`src/rtl/color_blob_bounding_box_assert.svh`:
```
// ----------------------------------------------------------------------------
// Assertion macros for the color blob bounding box block
// Implication checks clocked on clk, held off while rst is high.
// ----------------------------------------------------------------------------
`ifndef COLOR_BLOB_BOUNDING_BOX_ASSERT_SVH
`define COLOR_BLOB_BOUNDING_BOX_ASSERT_SVH

// same-cycle implication
`define CBBB_ASSERT_NOW(label, ante, cons) \
  label: assert property (@(posedge clk) disable iff (rst) (ante) |-> (cons)) \
    else $error("cbbb check failed");

// next-cycle implication
`define CBBB_ASSERT_NEXT(label, ante, cons) \
  label: assert property (@(posedge clk) disable iff (rst) (ante) |=> (cons)) \
    else $error("cbbb check failed");

`endif

```
`src/rtl/cbbb_pkg.sv`:
```
// ----------------------------------------------------------------------------
// cbbb_pkg
// Shared widths, register codes, reset values and types of the blob box block.
// ----------------------------------------------------------------------------
package cbbb_pkg;

  localparam int COORD_BITS    = 12;
  localparam int SIZE_BITS     = 13;
  localparam int CHAN_BITS     = 8;
  localparam int APB_DATA_BITS = 32;
  localparam int REG_ADDR_BITS = 5;
  localparam int REG_IDX_BITS  = 3;
  localparam int CMP_BITS      = (SIZE_BITS > COORD_BITS + 1) ? SIZE_BITS : COORD_BITS + 1;

  typedef enum logic [REG_IDX_BITS-1:0] {
    REG_TARGET_C0    = 3'd0,
    REG_TARGET_C1    = 3'd1,
    REG_TARGET_C2    = 3'd2,
    REG_TOLERANCE    = 3'd3,
    REG_FRAME_WIDTH  = 3'd4,
    REG_FRAME_HEIGHT = 3'd5
  } reg_idx_t;

  localparam logic [CHAN_BITS-1:0] RST_TARGET_C0    = 8'd0;
  localparam logic [CHAN_BITS-1:0] RST_TARGET_C1    = 8'd22;
  localparam logic [CHAN_BITS-1:0] RST_TARGET_C2    = 8'd194;
  localparam logic [CHAN_BITS-1:0] RST_TOLERANCE    = 8'd45;
  localparam logic [SIZE_BITS-1:0] RST_FRAME_WIDTH  = 13'd640;
  localparam logic [SIZE_BITS-1:0] RST_FRAME_HEIGHT = 13'd480;

  typedef struct packed {
    logic [CHAN_BITS-1:0] target_c0;
    logic [CHAN_BITS-1:0] target_c1;
    logic [CHAN_BITS-1:0] target_c2;
    logic [CHAN_BITS-1:0] tolerance;
    logic [SIZE_BITS-1:0] frame_width;
    logic [SIZE_BITS-1:0] frame_height;
  } cfg_t;

  typedef struct packed {
    logic                  frame_end;
    logic [COORD_BITS-1:0] column;
    logic [COORD_BITS-1:0] row;
  } trk_stat_t;

  // last index of a frame dimension; 0 acts as 1, oversize clamps to the span
  function automatic logic [COORD_BITS-1:0] last_pos(input logic [SIZE_BITS-1:0] size);
    logic [CMP_BITS-1:0] s;
    logic [CMP_BITS-1:0] span;
    logic [CMP_BITS-1:0] e;
    s    = CMP_BITS'(size);
    span = CMP_BITS'(1) << COORD_BITS;
    if (s == '0) begin
      e = CMP_BITS'(1);
    end else if (s > span) begin
      e = span;
    end else begin
      e = s;
    end
    e = e - CMP_BITS'(1);
    return e[COORD_BITS-1:0];
  endfunction

endpackage

```
`src/rtl/cbbb_regs.sv`:
```
// ----------------------------------------------------------------------------
// cbbb_regs
// APB register file: targets, tolerance and frame size.
// ----------------------------------------------------------------------------
module cbbb_regs (
  input  logic                                clk,
  input  logic                                rst,
  input  logic                                psel,
  input  logic                                penable,
  input  logic                                pwrite,
  input  logic [cbbb_pkg::REG_ADDR_BITS-1:0] paddr,
  input  logic [cbbb_pkg::APB_DATA_BITS-1:0] pwdata,
  output logic [cbbb_pkg::APB_DATA_BITS-1:0] prdata,
  output logic                                pready,
  output cbbb_pkg::cfg_t                      cfg
);

  cbbb_pkg::reg_idx_t idx;
  logic               wr;

  assign idx    = cbbb_pkg::reg_idx_t'(paddr[cbbb_pkg::REG_ADDR_BITS-1:2]);
  assign pready = 1'b1;
  assign wr     = psel & penable & pwrite;

  always_ff @(posedge clk) begin
    if (rst) begin
      cfg.target_c0    <= cbbb_pkg::RST_TARGET_C0;
      cfg.target_c1    <= cbbb_pkg::RST_TARGET_C1;
      cfg.target_c2    <= cbbb_pkg::RST_TARGET_C2;
      cfg.tolerance    <= cbbb_pkg::RST_TOLERANCE;
      cfg.frame_width  <= cbbb_pkg::RST_FRAME_WIDTH;
      cfg.frame_height <= cbbb_pkg::RST_FRAME_HEIGHT;
    end else if (wr) begin
      unique case (idx)
        cbbb_pkg::REG_TARGET_C0:    cfg.target_c0    <= pwdata[cbbb_pkg::CHAN_BITS-1:0];
        cbbb_pkg::REG_TARGET_C1:    cfg.target_c1    <= pwdata[cbbb_pkg::CHAN_BITS-1:0];
        cbbb_pkg::REG_TARGET_C2:    cfg.target_c2    <= pwdata[cbbb_pkg::CHAN_BITS-1:0];
        cbbb_pkg::REG_TOLERANCE:    cfg.tolerance    <= pwdata[cbbb_pkg::CHAN_BITS-1:0];
        cbbb_pkg::REG_FRAME_WIDTH:  cfg.frame_width  <= pwdata[cbbb_pkg::SIZE_BITS-1:0];
        cbbb_pkg::REG_FRAME_HEIGHT: cfg.frame_height <= pwdata[cbbb_pkg::SIZE_BITS-1:0];
        default: ;
      endcase
    end
  end

  always_comb begin
    unique case (idx)
      cbbb_pkg::REG_TARGET_C0:    prdata = cbbb_pkg::APB_DATA_BITS'(cfg.target_c0);
      cbbb_pkg::REG_TARGET_C1:    prdata = cbbb_pkg::APB_DATA_BITS'(cfg.target_c1);
      cbbb_pkg::REG_TARGET_C2:    prdata = cbbb_pkg::APB_DATA_BITS'(cfg.target_c2);
      cbbb_pkg::REG_TOLERANCE:    prdata = cbbb_pkg::APB_DATA_BITS'(cfg.tolerance);
      cbbb_pkg::REG_FRAME_WIDTH:  prdata = cbbb_pkg::APB_DATA_BITS'(cfg.frame_width);
      cbbb_pkg::REG_FRAME_HEIGHT: prdata = cbbb_pkg::APB_DATA_BITS'(cfg.frame_height);
      default:                    prdata = '0;
    endcase
  end

endmodule

```
`src/rtl/cbbb_match.sv`:
```
// ----------------------------------------------------------------------------
// cbbb_match
// Per-channel absolute difference against target, all within tolerance.
// ----------------------------------------------------------------------------
module cbbb_match (
  input  cbbb_pkg::cfg_t                  cfg,
  input  logic [cbbb_pkg::CHAN_BITS-1:0] pix_c0,
  input  logic [cbbb_pkg::CHAN_BITS-1:0] pix_c1,
  input  logic [cbbb_pkg::CHAN_BITS-1:0] pix_c2,
  output logic                            match
);

  function automatic logic near(input logic [cbbb_pkg::CHAN_BITS-1:0] p,
                                input logic [cbbb_pkg::CHAN_BITS-1:0] t,
                                input logic [cbbb_pkg::CHAN_BITS-1:0] tol);
    logic [cbbb_pkg::CHAN_BITS-1:0] d;
    d = (p >= t) ? (p - t) : (t - p);
    return d <= tol;
  endfunction

  assign match = near(pix_c0, cfg.target_c0, cfg.tolerance) &
                 near(pix_c1, cfg.target_c1, cfg.tolerance) &
                 near(pix_c2, cfg.target_c2, cfg.tolerance);

endmodule

```
`src/rtl/cbbb_track.sv`:
```
// ----------------------------------------------------------------------------
// cbbb_track
// Raster position counters, bounding box trackers and the result register.
// ----------------------------------------------------------------------------
module cbbb_track (
  input  logic                             clk,
  input  logic                             rst,
  input  cbbb_pkg::cfg_t                   cfg,
  input  logic                             step,
  input  logic                             match,
  input  logic                             out_stall,
  output cbbb_pkg::trk_stat_t              stat,
  output logic                             out_valid,
  output logic [cbbb_pkg::COORD_BITS-1:0] box_left,
  output logic [cbbb_pkg::COORD_BITS-1:0] box_right,
  output logic [cbbb_pkg::COORD_BITS-1:0] box_top,
  output logic [cbbb_pkg::COORD_BITS-1:0] box_bottom,
  output logic                             found
);

  logic [cbbb_pkg::COORD_BITS-1:0] column, row;
  logic [cbbb_pkg::COORD_BITS-1:0] least_col, great_col, least_row, great_row;
  logic                            any_match;

  logic [cbbb_pkg::COORD_BITS-1:0] last_col, last_row;
  logic                            col_more, row_more, frame_end;
  logic [cbbb_pkg::COORD_BITS-1:0] least_col_next, great_col_next;
  logic [cbbb_pkg::COORD_BITS-1:0] least_row_next, great_row_next;
  logic                            any_match_next, emit;

  assign last_col  = cbbb_pkg::last_pos(cfg.frame_width);
  assign last_row  = cbbb_pkg::last_pos(cfg.frame_height);
  assign col_more  = column < last_col;
  assign row_more  = row < last_row;
  assign frame_end = !col_more && !row_more;

  assign stat.frame_end = frame_end;
  assign stat.column    = column;
  assign stat.row       = row;

  assign least_col_next = (match && column < least_col) ? column : least_col;
  assign great_col_next = (match && column > great_col) ? column : great_col;
  assign least_row_next = (match && row < least_row) ? row : least_row;
  assign great_row_next = (match && row > great_row) ? row : great_row;
  assign any_match_next = any_match | match;
  assign emit           = step & frame_end;

  always_ff @(posedge clk) begin
    if (rst || emit) begin
      column    <= '0;
      row       <= '0;
      least_col <= '1;
      great_col <= '0;
      least_row <= '1;
      great_row <= '0;
      any_match <= 1'b0;
    end else if (step) begin
      least_col <= least_col_next;
      great_col <= great_col_next;
      least_row <= least_row_next;
      great_row <= great_row_next;
      any_match <= any_match_next;
      if (col_more) begin
        column <= column + 1'b1;
      end else begin
        column <= '0;
        row    <= row + 1'b1;
      end
    end
  end

  // result register; the top only steps a frame end when this slot frees up
  always_ff @(posedge clk) begin
    if (rst) begin
      out_valid <= 1'b0;
    end else if (emit) begin
      out_valid <= 1'b1;
    end else if (!out_stall) begin
      out_valid <= 1'b0;
    end
  end

  always_ff @(posedge clk) begin
    if (emit) begin
      found      <= any_match_next;
      box_left   <= any_match_next ? least_col_next : '0;
      box_right  <= any_match_next ? great_col_next : '0;
      box_top    <= any_match_next ? least_row_next : '0;
      box_bottom <= any_match_next ? great_row_next : '0;
    end
  end

endmodule

```
`src/rtl/color_blob_bounding_box.sv`:
```
// ----------------------------------------------------------------------------
// color_blob_bounding_box
// Color-threshold blob finder: bounding box of matching pixels per frame.
// ----------------------------------------------------------------------------
//
//  channel | dir | beat                                  | handshake
//  --------+-----+---------------------------------------+-------------------
//  pixel   | in  | pixel_c0/c1/c2, one pixel, raster     | in_valid/in_stall
//  box     | out | box_left/right/top/bottom, found      | out_valid/out_stall
//  config  | in  | APB, 6 regs at 4*index                | psel/penable/pready
//
//  One pixel per cycle sustained while in_stall is low. A pixel beat is
//  registered in stage 1, then matched and folded into the trackers when
//  it retires; out_valid is registered when a frame's last pixel retires.
//  Only the frame-end pixel waits for the result register, so out_stall
//  backs up into in_stall only when a box is still pending at frame end.
//  rst is synchronous: registers go to their defaults, trackers clear.
// ----------------------------------------------------------------------------
`include "color_blob_bounding_box_assert.svh"

module color_blob_bounding_box (
  input  logic                                clk,
  input  logic                                rst,
  // pixel input
  input  logic                                in_valid,
  output logic                                in_stall,
  input  logic [cbbb_pkg::CHAN_BITS-1:0]     pixel_c0,
  input  logic [cbbb_pkg::CHAN_BITS-1:0]     pixel_c1,
  input  logic [cbbb_pkg::CHAN_BITS-1:0]     pixel_c2,
  // box output
  output logic                                out_valid,
  input  logic                                out_stall,
  output logic [cbbb_pkg::COORD_BITS-1:0]    box_left,
  output logic [cbbb_pkg::COORD_BITS-1:0]    box_right,
  output logic [cbbb_pkg::COORD_BITS-1:0]    box_top,
  output logic [cbbb_pkg::COORD_BITS-1:0]    box_bottom,
  output logic                                found,
  // configuration
  input  logic                                psel,
  input  logic                                penable,
  input  logic                                pwrite,
  input  logic [cbbb_pkg::REG_ADDR_BITS-1:0] paddr,
  input  logic [cbbb_pkg::APB_DATA_BITS-1:0] pwdata,
  output logic [cbbb_pkg::APB_DATA_BITS-1:0] prdata,
  output logic                                pready
);

  cbbb_pkg::cfg_t      cfg;
  cbbb_pkg::trk_stat_t stat;

  // input register (stage 1)
  logic                           s1_valid;
  logic [cbbb_pkg::CHAN_BITS-1:0] s1_c0, s1_c1, s1_c2;
  logic                           s1_match;
  logic                           s1_go;
  logic                           in_take;

  cbbb_regs u_regs (
    .clk     (clk),
    .rst     (rst),
    .psel    (psel),
    .penable (penable),
    .pwrite  (pwrite),
    .paddr   (paddr),
    .pwdata  (pwdata),
    .prdata  (prdata),
    .pready  (pready),
    .cfg     (cfg)
  );

  // stage 1 retires unless it closes a frame while the result slot is stuck
  assign s1_go    = s1_valid & (!stat.frame_end | !out_valid | !out_stall);
  assign in_stall = s1_valid & !s1_go;
  assign in_take  = in_valid & !in_stall;

  always_ff @(posedge clk) begin
    if (rst) begin
      s1_valid <= 1'b0;
    end else begin
      s1_valid <= in_take | (s1_valid & !s1_go);
    end
  end

  always_ff @(posedge clk) begin
    if (in_take) begin
      s1_c0 <= pixel_c0;
      s1_c1 <= pixel_c1;
      s1_c2 <= pixel_c2;
    end
  end

  cbbb_match u_match (
    .cfg    (cfg),
    .pix_c0 (s1_c0),
    .pix_c1 (s1_c1),
    .pix_c2 (s1_c2),
    .match  (s1_match)
  );

  cbbb_track u_track (
    .clk        (clk),
    .rst        (rst),
    .cfg        (cfg),
    .step       (s1_go),
    .match      (s1_match),
    .out_stall  (out_stall),
    .stat       (stat),
    .out_valid  (out_valid),
    .box_left   (box_left),
    .box_right  (box_right),
    .box_top    (box_top),
    .box_bottom (box_bottom),
    .found      (found)
  );

  // a frame end resets the raster position
  `CBBB_ASSERT_NEXT(a_frame_restart, s1_go && stat.frame_end, stat.column == '0 && stat.row == '0)
  // an empty frame reports an all-zero box
  `CBBB_ASSERT_NOW(a_empty_box, out_valid && !found, box_left == '0 && box_right == '0 && box_top == '0 && box_bottom == '0)
  // a found box is well ordered
  `CBBB_ASSERT_NOW(a_box_order, out_valid && found, box_left <= box_right && box_top <= box_bottom)
  // back-pressure only while a frame end waits on a held result
  `CBBB_ASSERT_NOW(a_stall_cause, in_stall, s1_valid && stat.frame_end && out_valid && out_stall)

endmodule
```
`config.mk`:
```
export PLATFORM = sky130hd
export DESIGN_NAME = color_blob_bounding_box
export DESIGN_NICKNAME = d
export VERILOG_FILES = /design/src/rtl/cbbb_pkg.sv /design/src/rtl/cbbb_regs.sv /design/src/rtl/cbbb_match.sv /design/src/rtl/cbbb_track.sv /design/src/rtl/color_blob_bounding_box.sv
export VERILOG_INCLUDE_DIRS = /design/src /design/src/rtl
export SDC_FILE = /design/constraint.sdc
export NUM_CORES = 1
export LEC_CHECK = 0
export ABC_AREA = 1
export BUFFER_PORTS_ARGS = -buffer_cell sky130_fd_sc_hd__clkbuf_2
export CORE_UTILIZATION = 30
export CTS_CLUSTER_SIZE = 10
export DETAILED_ROUTE_END_ITERATION = 16
export SYNTH_ARGS = -nofsm -noshare
export SYNTH_HDL_FRONTEND = slang
export SYNTH_SLANG_ARGS = --single-unit
```
`constraint.sdc`:
```
create_clock -name clk -period 4.9 [get_ports clk]
set_clock_uncertainty 0.05 [all_clocks]
set_input_delay 0.735 -clock clk [delete_from_list [all_inputs] [get_ports clk]]
set_output_delay 0.735 -clock clk [all_outputs]
set_load 0.02 [all_outputs]
```
==> results.md <==
- Pleak: 7.30 nW
- CP required: 4120 ps
- Sequential area share after synthesis: 36.0%
- DP HPWL: 27600 um
- Met2 routed WL: around 17000 um
- Setup TNS: 0 ps
- Max Used Layer: met4
- Mapped Cells: between 1500 and 2000
- Synthesis warning total: 0
- Number of core rows: 77
- Crit path max-delay family: simple AND/OR/NAND/NOR gates
- Buf/Inv on CP: 2
- Top-count cell post-synth: nand2_1
- Period utilization: between 90% and 100%
- PortBufs: 110
- Maximum VDD drop: 0.241 mV
- Worst EP arrival: 3720 ps
- Slew Limit Headroom: 36.2%
- Overflow after GRT: 0
- CP dominant cell by count: nand2_1
- DRT Pass-1 Iters: 5
- Post-synth EDFFs: 73
- Num CTS Buffers: 27
- Status: finished clean
- Routed Wire Length: approximately 37000 um
- Slowest Stage Delay on Critical Path: ~430 ps
- Distinct cells, synth: 50
- Power per cell area: 288 nW/um2
- Synth top area share: 19.7%
- RSZ-0062 raised after global routing: false
- CTS tree: done
- # diodes: 0
- First-pass GRT wire length: 59200 um
- Initial DRC Count: just under 1000
- Worst-Margin Slew: 957 ps
- # setup viols final: 0
- Clk buf depth: 3
- Syn Std Cell Area: around 13000 um2
- WL per Instance: 15.1 um
- Final hold vios: 0
- All-Layer GR Usage: 15.8%
- Top_reg_cell synth: dfxtp_1
- # DRC: 0
- Antenna violation net count after detailed routing: 0
- Hold_ws: approximately 300 ps
- Core area: roughly 44000 um2
- Worst Path Max Fanout: 13
- Starting Density: around 30%
- Cell depth of the worst setup path: 20
- Layout Nets: 2083
- Layout area overhead: 15.1%
- FMAX: 222 MHz
- Die span in y: 214 um
- Vias in the first global route: 11500
- GP Congestion: 0.924
- Chip width: 214 um
- I/O pin cnt: approximately 150
- CTS H-tree depth: 1
- Synthesized flop and latch total: 206
- Largest cells by area after synthesis: dfxtp_1 (20%), edfxtp_1 (16%), ha_1 (13%), nand2_1 (9.5%), a21oi_1 (7.3%)
- Die area: 45800 um2
- Synth cell count leaders: nand2_1 (340), inv_1 (246), a21oi_1 (197)
- Hold Crit Depth: 1
- Crit path max-delay cell type: dfxtp_1
- DRT met1 WL: 17600 um
- Synth async-reset ratio: 0%
- Vias per cell: 4.91
- Reg2reg path depth: 25
- Via count: approximately 12000
- Largest net degree at the start of global routing: just under 80
- Type of origin of the critical path: register
- Worst skew pair latency: 570 ps
- Syn Area/Cell: approximately 7.6 um2
- Wire length on met3: 2450 um
- Crit-path cells: nor2_1 > nand2_1 > inv_1 > nand2_1 > nand2_4 > nand2_1 > ha_1 > nand2_1 > nor2_1 > nand2_1 > nor3_1 > xnor2_1 > ha_1 > nand4_1 > nor3_1 > nand2_2 > nand2_8 > nand3_4 > nor2_4 > clkbuf_2
- WS Path Type: register to primary output
- Initial antenna violation count: 0
- Final Critical Period: between 4000 and 5000 ps
- Reg clk slew, reported paths: 60 ps
- CTS sink cnt: 206
- Hold Crit Class: input port to register
- CTS Root Cell: clkbuf_16
- Biggest area consumer among synthesized cells: dfxtp_1
- Maxcap violations: 0
- Critical Path End Type: primary output
- Share of layout cells above drive strength 1: 10.5%
- Slew Viols, Final: 0
==> metrics by stage <==
stage / utilization, % / total power [mW] / instance area (um2) / std cells / worst slack [ps]
detailed placement: 33.0 / 2.57 / 14600 / 2430 / 103
global route: 35.0 / 4.69 / 15500 / 2480 / 28.4
finish: 35.0 / 4.48 / 15500 / 2480 / 399
floorplan: - / 2.39 / 13600 / 1782 / 892
CTS: 34.9 / 4.52 / 15500 / 2479 / 95.8
global placement: 33.0 / 2.56 / 14600 / 2430 / 202
==> logic make-up after synthesis <==
kind of cell | Yosys count | share of synthesized area [%]
fa+ha+maj | 147 | 14.0
compound gates | 379 | 15.6
buf+inv | 329 | 10.2
flops | 206 | 36.0
mux | 5 | 0.399
other cells | 2 | 0.0557
simple gates | 641 | 20.2
xor+xnor | 55 | 3.57
==> metal layers <==
metal  up-vias  global-route usage [%]
met1      5632                    21.8
li1       6099                       -
met3        56                    2.65
met2       382                    25.8
met4         0                    3.48
met5         -                       0
==> registers in the layout, indices dropped and copies added (netlist names), 8 cells and up <==
register / count
u_track.box_top: 12
u_track.row: 12
u_track.great_col: 12
u_track.least_row: 12
u_track.box_right: 12
u_track.great_row: 12
s1_c0: 8
u_track.box_bottom: 12
u_regs.cfg: 58
u_track.column: 12
u_track.least_col: 12
u_track.box_left: 12
s1_c2: 8
s1_c1: 8
==> cell usage in the layout (no fill, tap or decap), types with 20 or more instances in the layout <==
master     Yosys  routed
o21ai_0      109     108
nand2_1      340     339
edfxtp_1      73      73
nor2_1       123     121
nand4_1       28      28
clkbuf_2       0     110
xor2_1        39      39
nand3_1      117     115
dfxtp_1      133     132
ha_1         141     141
clkbuf_16      0      28
a21oi_1      197     197
buf_4         21      23
conb_1         2      20
inv_1        246     242
==> final timing paths <==
path / from / slack, ps / endpoint
worst max-delay path: u_regs.cfg[17] / 400 / in_stall
worst min-delay path: pixel_c2[7] / 300 / s1_c2[7]
worst max register to register: u_regs.cfg[47] / 480 / u_track.great_col[2]
worst min register to register: u_track.any_match / 410 / u_track.any_match
==> timing repair <==
item	4_1_cts	5_1_grt
resized for setup	0	13
setup endpoints to repair	0	97
setup buffers	0	0
hold buffers	0	0
==> report_power, final <==
part	internal, mW	leakage [nW]	switching, mW	total (mW)
logic	0.248	5.07	0.445	0.693
registers	1.82	1.81	0.0414	1.86
clock network	1.15	0.421	0.777	1.93
==> cell type report <==
class	instances	area, um2
Fill cell	4663	28800
Inverter	251	942
Clock buffer	43	787
Timing Repair Buffer	134	743
Multi-Input combinational cell	1248	7390
Sequential cell	206	4860
Clock inverter	6	72.6
Tap cell	592	741
Note: power is estimated with default switching activity, not from simulation.
